===== src/hw/rtl/ihpq_pkg.sv =====
// Package for the indexed heap priority queue.
// Holds command codes, beat structs and the controller command/status types.
// No dependencies.
`default_nettype none
package ihpq_pkg;
	localparam int unsigned MaxElemsDefault = 255;

	typedef enum logic [1:0] {
		CMD_INSERT = 2'd0,
		CMD_REMOVE = 2'd1,
		CMD_INVERT = 2'd2,
		CMD_QUERY  = 2'd3
	} cmd_t;

	typedef struct packed {
		logic [1:0]         cmd;
		logic [7:0]         elem_id;
		logic signed [31:0] value;
	} in_beat_t;

	typedef struct packed {
		logic [7:0]         count;
		logic [7:0]         top_id;
		logic               is_present;
		logic signed [31:0] elem_priority;
		logic               max_first;
	} out_beat_t;

	typedef enum logic [3:0] {
		OP_NONE,
		OP_LATCH,
		OP_CLR_WR,
		OP_INV_START,
		OP_INS_START,
		OP_UP_RD,
		OP_UP_STEP,
		OP_DN_RD,
		OP_DN_STEP,
		OP_REM_RD,
		OP_REM_WR,
		OP_INV_NEXT,
		OP_INV_LOAD,
		OP_Q_RD2,
		OP_DONE
	} dp_op_t;

	typedef struct packed {
		dp_op_t op;
	} dp_cmd_t;

	typedef struct packed {
		logic       cmd_insert;
		logic       cmd_remove;
		logic       cmd_invert;
		logic       id_ok;
		logic       held;
		logic       full;
		logic       empty;
		logic       up_more;
		logic       dn_more;
		logic       inv_more;
	} dp_stat_t;
endpackage
`default_nettype wire


===== src/hw/rtl/ihpq_ctrl.sv =====
// Controller state machine of the indexed heap priority queue.
// Depends on ihpq_pkg; sequences ihpq_datapath through dp_cmd_t.
`default_nettype none
module ihpq_ctrl import ihpq_pkg::*; (
	input  wire      clk,
	input  wire      arst_n,
	input  wire      start,
	output logic     busy,
	output logic     done,
	input  dp_stat_t stat,
	output dp_cmd_t  dcmd
);
	localparam logic [3:0] S_IDLE = 4'd0, S_MAP = 4'd1, S_DISP = 4'd2, S_UPR = 4'd3,
		S_UPS = 4'd4, S_DNR = 4'd5, S_DNS = 4'd6, S_REMR = 4'd7, S_REMW = 4'd8,
		S_INVR = 4'd9, S_INVL = 4'd10, S_QR = 4'd11, S_QR2 = 4'd12, S_OUT = 4'd13,
		S_LOAD = 4'd14;

	logic [3:0] state_q, state_d;

	always_comb begin
		state_d  = state_q;
		dcmd.op  = OP_NONE;
		unique case (state_q)
			S_IDLE: if (start) begin
				dcmd.op = OP_LATCH;
				state_d = S_MAP;
			end
			S_MAP: state_d = S_DISP;
			S_DISP: begin
				priority if (stat.cmd_insert && stat.id_ok && (stat.held || !stat.full)) begin
					dcmd.op = OP_INS_START;
					state_d = S_UPR;
				end else if (stat.cmd_remove && !stat.empty) begin
					dcmd.op = OP_REM_RD;
					state_d = S_REMW;
				end else if (stat.cmd_invert) begin
					dcmd.op = OP_INV_START;
					state_d = S_INVL;
				end else begin
					state_d = S_QR;
				end
			end
			S_UPR: begin
				dcmd.op = OP_UP_RD;
				state_d = S_UPS;
			end
			S_UPS: begin
				dcmd.op = OP_UP_STEP;
				state_d = stat.up_more ? S_UPR : S_DNR;
			end
			S_DNR: begin
				dcmd.op = OP_DN_RD;
				state_d = S_DNS;
			end
			S_DNS: begin
				dcmd.op = OP_DN_STEP;
				priority if (stat.dn_more) state_d = S_DNR;
				else if (stat.cmd_invert) state_d = S_INVL;
				else state_d = S_QR;
			end
			S_REMW: begin
				dcmd.op = OP_REM_WR;
				state_d = S_LOAD;
			end
			S_LOAD: begin
				dcmd.op = OP_CLR_WR;
				state_d = S_DNR;
			end
			S_INVL: begin
				if (stat.inv_more) begin
					dcmd.op = OP_INV_NEXT;
					state_d = S_INVR;
				end else begin
					state_d = S_QR;
				end
			end
			S_INVR: begin
				dcmd.op = OP_INV_LOAD;
				state_d = S_DNR;
			end
			S_QR: state_d = S_QR2;
			S_QR2: begin
				dcmd.op = OP_Q_RD2;
				state_d = S_OUT;
			end
			S_OUT: state_d = S_IDLE;
			default: state_d = S_IDLE;
		endcase
	end

	assign busy = state_q != S_IDLE;
	assign done = state_q == S_OUT;

	always_ff @(posedge clk or negedge arst_n) begin
		if (!arst_n) begin
			state_q <= S_IDLE;
		end else begin
			state_q <= state_d;
		end
	end

`ifndef SYNTH
	a_done_after_q: assert property (@(posedge clk) disable iff (!arst_n)
		done |-> $past(state_q) == S_QR2) else $error("done without read");
	a_start_busy: assert property (@(posedge clk) disable iff (!arst_n)
		(start && !busy) |=> busy) else $error("accept did not raise busy");
	a_done_idle: assert property (@(posedge clk) disable iff (!arst_n)
		done |=> !busy) else $error("no return to idle");
`endif
endmodule
`default_nettype wire


===== config.mk =====
export PLATFORM = sky130hd
export DESIGN_NAME = ihpq_ctrl
export DESIGN_NICKNAME = d
export VERILOG_FILES = /design/src/hw/rtl/ihpq_pkg.sv /design/src/hw/rtl/ihpq_ctrl.sv
export SDC_FILE = /design/constraint.sdc
export NUM_CORES = 1
export LEC_CHECK = 0
export BUFFER_PORTS_ARGS = -buffer_cell sky130_fd_sc_hd__buf_2
export CAP_MARGIN = 20
export CORE_AREA = 2 2 39 41
export DETAILED_ROUTE_END_ITERATION = 16
export DIE_AREA = 0 0 41 43
export GPL_TIMING_DRIVEN = 0
export PLACE_DENSITY_LB_ADDON = 0.05
export SYNTH_ARGS = -nofsm -noshare
export SYNTH_HDL_FRONTEND = slang
export SYNTH_SLANG_ARGS = --single-unit

===== constraint.sdc =====
create_clock -name clk -period 2.5 [get_ports clk]
set_clock_uncertainty 0.15 [all_clocks]
set_input_delay 0.375 -clock clk [delete_from_list [all_inputs] [get_ports clk]]
set_output_delay 0.375 -clock clk [all_outputs]
set_load 0.02 [all_outputs]

==> results of run 1 <==
==> Yosys cell counts <==
cell and instances:
nor2b_4 1, or3_1 2, a31oi_1 1, o31ai_1 2, and2_1 1, xnor2_1 2, nor2_1 8, inv_2 2
o221a_2 1, o211ai_1 4, nor2b_2 1, inv_1 3, o21ai_0 8, a2111o_1 1, o41ai_1 1, nand2b_1 2
nand3b_1 1, a32oi_1 3, or2_4 1, nand4_1 1, nor2b_1 1, dfrtp_1 4, buf_2 4, a21oi_1 5
nand2_1 3, a21o_1 1, and3_1 1, o21a_1 1, o22ai_1 1, a22o_1 2
==> through the flow <==
| stage | hold WS (ps) | utilization | power (mW) | cells |
|---|---|---|---|---|
| floorplan | -70.6 | - | 0.588 | 69 |
| global placement | 30.6 | 0.440 | 0.756 | 103 |
| detailed placement | 32.9 | 0.440 | 0.744 | 103 |
| CTS | 318 | 0.464 | 0.830 | 107 |
| global route | 361 | 0.464 | 0.899 | 107 |
| finish | 345 | 0.464 | 0.836 | 107 |
==> power by group through the flow <==
stage	registers, mW	clock network [mW]	logic, mW
detailed placement	0.140	0	0.605
finish	0.140	0.0803	0.616
floorplan	0.130	0	0.458
global placement	0.141	0	0.616
global route	0.144	0.0863	0.669
CTS	0.139	0.0822	0.608
==> cells by family (layout without fill, tap and decap cells) <==
| family | Yosys count | count (layout) | share of synthesized area |
|---|---|---|---|
| and+or+nand+nor | 23 | 23 | 0.261 |
| AOI/OAI and AO/OA | 31 | 31 | 0.426 |
| xor gates and xnor gates | 2 | 2 | 0.0351 |
| buffers and inverters | 9 | 31 | 0.0777 |
| DFF | 4 | 4 | 0.201 |
==> cells in the final DEF, fill, tap and decap left out, types with 2 or more instances in the layout <==
cell / n
xnor2_1: 2
o21ai_0: 8
nand2b_1: 2
a22o_1: 2
or3_1: 2
buf_2: 22
a21oi_1: 5
o31ai_1: 2
inv_1: 3
inv_2: 2
nor2_1: 8
dfrtp_1: 4
o211ai_1: 4
nand2_1: 3
a32oi_1: 3
clkbuf_4: 3
==> repair_timing <==
action	in CTS	in global routing
hold buffers	1	0
endpoints found under the hold margin	4	0
buffers inserted	0	0
==> routing by layer <==
| layer | GRT usage | up-vias | wire (um) | share of wire |
|---|---|---|---|---|
| met5 | 0 | - | 0 | 0 |
| met4 | 0.0200 | 0 | 0 | 0 |
| met3 | 0.0628 | 0 | 129 | 0.093 |
| met2 | 0.241 | 38 | 601 | 0.43 |
| met1 | 0.262 | 279 | 658 | 0.47 |
| li1 | - | 303 | - | - |
==> worst max-delay path, delay by kind of cell, from the launching register on <==
kind | cells | cell delay (ps)
compound gates | 2 | 220
simple gates | 2 | 460
buf+inv | 2 | 340
flops | 1 | 340
==> layout make-up <==
class / instances / share of cell area
Tap cell: 16 / 0.0312
Clock buffer: 3 / 0.0351
Multi-Input combinational cell: 56 / 0.561
Inverter: 5 / 0.0292
Timing Repair Buffer: 19 / 0.156
Sequential cell: 4 / 0.156
Buffer: 4 / 0.0312
==> final timing paths <==
path / start / to / slack [ps]
min: arst_n / state_q[2] / 350
min in group clk: start / state_q[0] / 370
max: state_q[3] / dcmd[0] / 390
min reg2reg: state_q[0] / state_q[0] / 670
max in group asynchronous: arst_n / state_q[3] / 1730
max reg2reg: state_q[1] / state_q[0] / 1040
==> results by group, run 1 <==
STA
  • Worst slew margin: 0.805
  • Final setup viols: 0
  • Unrepaired setup endpoints after global routing: no
  • Fin worst setup slack: between 300 and 400 ps
  • Worst Tran Pin Value: 293 ps
  • TNS Setup: 0 ps
  • Fin. Hold Viols: 0
  • Slew Limit Fails: 0
  • Fmax: 0.473 GHz
  • Minimum clock period: 2110 ps
  • Tcrit/Tclk final: 0.845

Die
  • Initial Util: 0.361
  • Die width: slightly above 40 um
  • Row count: 14
  • Full die area: about 1800 sq um
  • CORE AREA: roughly 1400 sq um
  • Number of placed I/O pins: 19
  • Die Ht: between 40 and 50 um

Finish
  • Final Instance Area: 642 sq um
  • Reg area: ~100 sq um
  • Layout fillers: between 150 and 200
  • Area occupied by multi-input gates: ~360 sq um
  • Largest register FFs: 4
  • Largest regs: state_q x4
  • P&R area growth vs syn: 28.6%
  • Largest Register: state_q
  • Post-layout net count: 106
  • Layout cells sized above 1: 0.341
  • # diodes: 0

Routing
  • WL/cell: 13.0 um
  • Antenna-violating nets left: 0
  • Drt via density: ~5.8
  • Via Count: 620
  • Drt first-iter violations: 29
  • TritonRoute pass-1 iters: 4
  • # DRC: 0
  • Wirelength, routed: about 1400 um

Global route
  • Initial antenna violation count: 0
  • All-Layer GR Usage: 0.174
  • First-pass GRT wire length: ~2200 um
  • Vias in the first global route: roughly 510
  • Largest net degree at the start of global routing: 11
  • Grt ovf: 0

Power and ir drop
  • Pint: about 0.39 mW
  • Seq pwr share: 0.168
  • Leakage: approximately 0.29 nW
  • Psw: roughly 0.44 mW
  • Peak supply drop: just over 0.6 mV
  • Combinational fraction of design power: 0.736
  • Clock network fraction of total power: 0.096
  • PD cells: 1300 nW/um^2
  • Net Sw Frac: 0.530

Worst setup path
  • Highest-delay cell along the critical path: dfrtp_1
  • WS Path Type: reg -> out
  • CP arrival: around 1600 ps
  • Req. time, crit path: ~2000 ps
  • Setup crit end kind: primary output
  • R2R cell count: 5
  • Crit path largest cell delay: about 340 ps
  • CP startpoint kind: register
  • Crit path max fanout: 8
  • Crit path cell chain: buf_2 -> nor2_1 -> and2_1 -> o211ai_1 -> o211ai_1 -> buf_2

Clock tree
  • Sinks on Clock Net: 4
  • Num CTS Buffers: 3
  • Clock transition at path regs: about 40 ps
  • Clk buf depth: 2
  • Htree depth: 1
  • TritonCTS clock tree: done
  • CTS resizes: 0
  • Root Buffer Master: clkbuf_4
  • Clk_lat worst skew: about 240 ps

Synthesis
  • Avg Synthesized Cell Area: between 7 and 8 sq um
  • Syn Inst Count: 69
  • Synthesized area: roughly 500 sq um
  • Synth area leaders: dfrtp_1 (20%), o21ai_0 (8.0%), nor2_1 (6.0%)
  • Post-Syn Nets: around 80
  • Synthesized flop and latch total: 4
  • YS warnings: 0
  • Post-synth top area share: 0.201
  • Synth cell types: 30
  • Post-synthesis sequential area ratio: 0.201
  • Post-synth top area cell: dfrtp_1

Placed design
  • Gp weighted congestion: about 0.8
  • DP Area: 609 sq um
  • Dpl ws: between 400 and 500 ps
  • Hpwl dp: between 1000 and 1500 um
  • Port Buffers: 18

Outcome
  • Outcome: finished, final reports clean

Min path
  • Hold WC Path Type: in -> async

Job
  • Maximum capacitance violations: 0
No activity file was read; power rests on OpenSTA's default activity.
==> run 2, diff against run 1 <==
==> constraint.sdc (replaced) <==
create_clock -name clk -period 2 [get_ports clk]
set_clock_uncertainty 0.15 [all_clocks]
set_input_delay 0.3 -clock clk [delete_from_list [all_inputs] [get_ports clk]]
set_output_delay 0.3 -clock clk [all_outputs]
set_load 0.02 [all_outputs]
==> run 2 against run 1 <==
Net effect: global-route usage up 0.30 points; largest cell class unchanged; highest routed layer unchanged; final cell count unchanged; largest power group unchanged; sequential share of layout area down 0.71 points.
==> results by group, run 2 (synthesis gave the netlist of run 1 again) <==
Outcome
  • Outcome: finished, final reports clean (unchanged)

STA
  • Hold WS: 273 ps (was 345 ps)
  • Tcrit/Tclk final: 0.956
  • Slew Limit Fails: 0 (unchanged)
  • Fin worst setup slack: 87.8 ps (was 387 ps)
  • Fin. Hold Viols: 0 (unchanged)
  • Final setup viols: 0 (unchanged)
  • Worst Tran Pin Value: 235 ps (was 293 ps)
  • Fmax: ~0.52 GHz
  • TNS Setup: 0 ps (unchanged)
  • Worst slew margin: 0.842 (was 0.805)
  • Minimum clock period: roughly 1900 ps

Finish
  • Final Instance Area: 689 sq um (was 642 sq um)
  • Most common cell after layout, fill and taps aside: buf_2 (unchanged)
  • Largest Register: state_q (unchanged)
  • Largest register FFs: 4 (unchanged)
  • Layout cells sized above 1: 0.396 (was 0.341)
  • P&R area growth vs syn: 38.1% (was 28.6%)
  • Post-layout net count: 106 (unchanged)
  • # diodes: 0 (unchanged)
  • Largest regs: state_q x4 (unchanged)
  • Most frequent cells in the layout: buf_2 (16), nor2_1 (7), o21ai_0 (7), clkbuf_4 (5), a21oi_1 (5) (was buf_2 (22), nor2_1 (8), o21ai_0 (8), a21oi_1 (5))

Routing
  • Drt first-iter violations: 38 (was 29)
  • Wirelength, routed: 1460 um (was 1390 um)
  • Via Count: 633 (was 620)
  • Detail Route met3 WL: 137 um (was 129 um)
  • Metal1 wirelength: 639 um (was 658 um)
  • # DRC: 0 (unchanged)
  • Met2 WL post-DR: 686 um (was 601 um)
  • Antenna-violating nets left: 0 (unchanged)
  • Top layer in use: met3 (unchanged)
  • WL/cell: 13.7 um (was 13.0 um)
  • Drt via density: 5.92 (was 5.79)
  • TritonRoute pass-1 iters: 4 (unchanged)

Worst setup path
  • Req. time, crit path: 1550 ps (was 1980 ps)
  • R2R cell count: 5 (unchanged)
  • Reg2reg start: state_q[1] (unchanged)
  • CP startpoint kind: register (unchanged)
  • Setup crit end kind: primary output (unchanged)
  • WS Path Type: reg -> out (unchanged)
  • Crit path max fanout: 10 (was 8)
  • Reg-to-reg slack, setup: 560 ps (was 1040 ps)
  • Reg2reg end: state_q[0] (unchanged)
  • CP arrival: 1460 ps (was 1590 ps)

Global route
  • Initial antenna violation count: 0 (unchanged)
  • First-pass GRT wire length: 2180 um (was 2150 um)
  • Largest net degree at the start of global routing: 11 (unchanged)
  • Grt ovf: 0 (unchanged)
  • All-Layer GR Usage: 0.177 (was 0.174)
  • Vias in the first global route: 514 (was 509)

Clock tree
  • Htree depth: 1 (unchanged)
  • Post-CTS setup buffers: 0 (unchanged)
  • Clock transition at path regs: 40 ps (about the same)
  • Sinks on Clock Net: 4 (unchanged)
  • Root Buffer Master: clkbuf_4 (unchanged)
  • Clk_lat worst skew: 230 ps (was 240 ps)
  • Clk buf depth: 2 (unchanged)
  • TritonCTS clock tree: done (unchanged)
  • Num CTS Buffers: 3 (unchanged)

Placed design
  • Gp weighted congestion: 0.802 (unchanged)
  • Dpl ws: 133 ps (was 483 ps)
  • Hpwl dp: 1020 um (unchanged)
  • Port Buffers: 18 (unchanged)
  • DP Area: 609 sq um (unchanged)

Die
  • Die width: 41 um (unchanged)
  • Initial Util: 0.361 (unchanged)
  • Full die area: 1760 sq um (unchanged)
  • Die Ht: 43 um (unchanged)
  • Row count: 14 (unchanged)
  • Number of placed I/O pins: 19 (unchanged)
  • CORE AREA: 1380 sq um (unchanged)

Job
  • Maximum capacitance violations: 0 (unchanged)

Min path
  • Hold WC Path Type: in -> async (unchanged)

Power and ir drop
  • Peak supply drop: 0.752 mV (was 0.616 mV)
  • Leakage: 0.308 nW (was 0.294 nW)
  • PD cells: 1680 nW/um^2 (was 1300 nW/um^2)
run 2: what timing repair did:
item | CTS | global route
setup endpoints to repair | 2 | 4
hold buffers | 1 | 0
gates resized for setup | 2 | 16
hold endpoints to repair | 4 | 0
run 2: critical path, cell delays in order, from the launching register on:
cell and delay [ps]:
dfrtp_1 420, clkbuf_4 230, o21ai_0 100, a31oi_1 210
o41ai_2 100, buf_2 160
run 2: layout make-up:
class / instances / area (sq um)
fillers: 146 / 694
inverters: 5 / 18.8
multi-input cells: 56 / 383
flip-flops and latches: 4 / 103
repair buffers: 19 / 105
well taps: 16 / 20.0
clock buffers: 3 / 22.5
plain buffers: 4 / 37.5
run 2: how the worst max path moves through the flow:
stage	from	to	slack, ps	cells after the start
detailed placement	stat[4]	dcmd[2]	130	6
global route	state_q[1]	dcmd[3]	-7	5
floorplan	state_q[3]	dcmd[3]	70	3
CTS	state_q[0]	dcmd[0]	30	5
finish	state_q[1]	dcmd[3]	90	5
global placement	stat[4]	dcmd[2]	150	6
run 2: per-layer routing:
layer,vias to the layer above,GRT usage
met3,0,0.0628
met5,-,0
li1,304,-
met4,0,0.0200
met2,39,0.247
met1,290,0.265
run 2: power by group:
part           total [mW]  switching (mW)  internal (mW)
logic               0.863           0.488          0.376
clock network       0.100          0.0328         0.0671
registers           0.195          0.0684          0.126
run 2: stage by stage:
stage	utilization	std cells	total power, mW
2_1_floorplan	-	69	0.735
3_3_place_gp	0.440	103	0.946
3_5_place_dp	0.440	103	0.931
4_1_cts	0.469	107	1.05
5_1_grt	0.498	107	1.24
6_report	0.498	107	1.16
==> run 3, diff against run 2 <==
==> constraint.sdc (replaced) <==
create_clock -name clk -period 1.6 [get_ports clk]
set_clock_uncertainty 0.15 [all_clocks]
set_input_delay 0.24 -clock clk [delete_from_list [all_inputs] [get_ports clk]]
set_output_delay 0.24 -clock clk [all_outputs]
set_load 0.02 [all_outputs]
==> run 3 against run 2 <==
Net effect: the run now ends with negative setup slack left; clock power increased by 21%; combinational power increased by 47%; clock-buffer cell count unchanged; cell area increased by 12%; worst setup slack got worse by 330 ps; final cell count increased by 3.7%; critical endpoint is now dcmd[0]; highest routed layer unchanged.
==> results by group, run 3 (synthesis gave the netlist of run 1 again) <==
Outcome
  • Outcome: finished, violations left (was finished, final reports clean)
  • Failing checks: negative setup slack

Clock tree
  • Num CTS Buffers: 3 (unchanged)
  • Clk buf depth: 2 (unchanged)
  • Clock transition at path regs: 40 ps (about the same)
  • TritonCTS clock tree: done (unchanged)
  • Root Buffer Master: clkbuf_4 (unchanged)
  • Clk_lat worst skew: 230 ps (about the same)
  • Sinks on Clock Net: 4 (unchanged)
  • Htree depth: 1 (unchanged)

STA
  • Slew Limit Fails: 0 (unchanged)
  • Worst slew margin: 0.832 (was 0.842)
  • Fin. Hold Viols: 0 (unchanged)
  • Fmax: between 0.5 and 0.6 GHz
  • Final setup viols: 5 (was 0)
  • Worst Tran Pin Value: 251 ps (was 235 ps)
  • Hold WS: 190 ps (was 273 ps)
  • TNS Setup: -867 ps (was 0 ps)
  • Minimum clock period: 1850 ps
  • Tcrit/Tclk final: 1.15
  • Unrepaired setup endpoints after global routing: yes
  • Fin worst setup slack: -246 ps (was 87.8 ps)

Die
  • Number of placed I/O pins: 19 (unchanged)
  • Row count: 14 (unchanged)
  • Full die area: 1760 sq um (unchanged)
  • Die Ht: 43 um (unchanged)
  • Initial Util: 0.361 (unchanged)
  • Die width: 41 um (unchanged)
  • CORE AREA: 1380 sq um (unchanged)

Power and ir drop
  • Clock network fraction of total power: 0.073 (was 0.086)
  • Seq pwr share: 0.164 (was 0.168)
  • Combinational fraction of design power: 0.764 (was 0.745)
  • Psw: 0.816 mW (was 0.589 mW)
  • Leakage: 0.333 nW (was 0.308 nW)
  • Net Sw Frac: 0.493 (was 0.509)
  • Pint: 0.840 mW (was 0.569 mW)
  • PD cells: 2140 nW/um^2 (was 1680 nW/um^2)
  • Peak supply drop: 0.783 mV (was 0.752 mV)

Finish
  • Post-layout util: 0.559 (was 0.498)
  • Largest register FFs: 4 (unchanged)
  • Largest Register: state_q (unchanged)
  • Post-layout net count: 110 (was 106)
  • Layout fillers: 149 (was 146)
  • P&R area growth vs syn: 54.9% (was 38.1%)
  • Most common cell after layout, fill and taps aside: buf_2 (unchanged)
  • Largest regs: state_q x4 (unchanged)
  • Most frequent cells in the layout: buf_2 (14), buf_4 (7), buf_6 (5), a21oi_1 (5), o21ai_0 (5) (was buf_2 (16), nor2_1 (7), o21ai_0 (7), clkbuf_4 (5), a21oi_1 (5))
  • # diodes: 0 (unchanged)
  • Layout cells sized above 1: 0.526 (was 0.396)

Worst setup path
  • Req. time, crit path: 1210 ps (was 1550 ps)
  • CP startpoint kind: register (unchanged)
  • Setup crit end kind: primary output (unchanged)
  • R2R cell count: 5 (unchanged)
  • WS Path Type: reg -> out (unchanged)
  • Crit path max fanout: 6 (was 10)
  • CP arrival: 1460 ps (about the same)

Global route
  • Vias in the first global route: 556 (was 514)
  • Largest net degree at the start of global routing: 11 (unchanged)
  • All-Layer GR Usage: 0.198 (was 0.177)
  • Grt ovf: 0 (unchanged)
  • First-pass GRT wire length: 2390 um (was 2180 um)
  • Initial antenna violation count: 0 (unchanged)

Routing
  • Via Count: 617 (was 633)
  • WL/cell: 14.2 um (was 13.7 um)
  • Drt via density: 5.56 (was 5.92)
  • Drt first-iter violations: 11 (was 38)
  • Antenna-violating nets left: 0 (unchanged)
  • TritonRoute pass-1 iters: 4 (unchanged)
  • # DRC: 0 (unchanged)
  • Wirelength, routed: 1580 um (was 1460 um)

Placed design
  • Gp weighted congestion: 0.803 (was 0.802)
  • Hpwl dp: 1100 um (was 1020 um)
  • Port Buffers: 18 (unchanged)

Job
  • Maximum capacitance violations: 0 (unchanged)

Min path
  • Hold WC Path Type: in -> async (unchanged)
[run 3: through the flow]
step | setup WS [ps] | cells | instance area (sq um) | power, mW
final | -246 | 111 | 773 | 1.66
after global routing | -328 | 111 | 773 | 1.79
after CTS | -253 | 110 | 728 | 1.55
after detailed placement | -140 | 103 | 623 | 1.22
after global placement | -147 | 103 | 623 | 1.22
after floorplan | -21.8 | 69 | 513 | 0.962
[run 3: critical path: stages (launching register included)]
cell	delay [ps]
dfrtp_2	440
buf_6	150
nand3b_1	140
o21ai_1	90
a32oi_1	80
o211ai_1	160
buf_4	160
[run 3: layout make-up]
type | instances | area [sq um] | share of cell area
Buffer | 3 | 33.8 | 0.0437
Multi-Input combinational cell | 56 | 418 | 0.540
Timing Repair Buffer | 24 | 155 | 0.201
Clock buffer | 3 | 22.5 | 0.0291
Sequential cell | 4 | 105 | 0.136
Tap cell | 16 | 20.0 | 0.0259
Inverter | 5 | 18.8 | 0.0243
[run 3: repair_timing]
action                                 4_1_cts  5_1_grt
setup endpoints to repair                    6        6
buffers inserted                             4        1
endpoints found under the hold margin        4        0
hold buffers                                 1        0
pin swaps                                    3        1
resized for setup                           17       12
cloned                                       0        0
[run 3: path summary, 6_finish.rpt]
kind                             from          to  slack, ps
max                        state_q[2]     dcmd[0]       -250
min                            arst_n  state_q[2]        190
max reg2reg                state_q[2]  state_q[0]        110
min reg2reg                state_q[0]  state_q[0]        560
max in group asynchronous      arst_n  state_q[0]        980
min in group clk                start  state_q[0]        210
[run 3: routing by layer]
| metal | part of all wire | wire length [um] | vias to the layer above | GRT usage |
|---|---|---|---|---|
| met1 | 0.45 | 709 | 273 | 0.279 |
| met3 | 0.061 | 96 | 0 | 0.0314 |
| met4 | 0 | 0 | 0 | 0.0867 |
| met5 | 0 | 0 | - | 0 |
| li1 | - | - | 315 | - |
| met2 | 0.49 | 773 | 29 | 0.284 |
[run 3: power groups by stage]
stage | registers [mW] | logic, mW | clock network, mW
floorplan | 0.208 | 0.754 | 0
finish | 0.271 | 1.27 | 0.121
global placement | 0.229 | 0.996 | 0
CTS | 0.261 | 1.16 | 0.128
detailed placement | 0.226 | 0.995 | 0
global route | 0.279 | 1.37 | 0.141
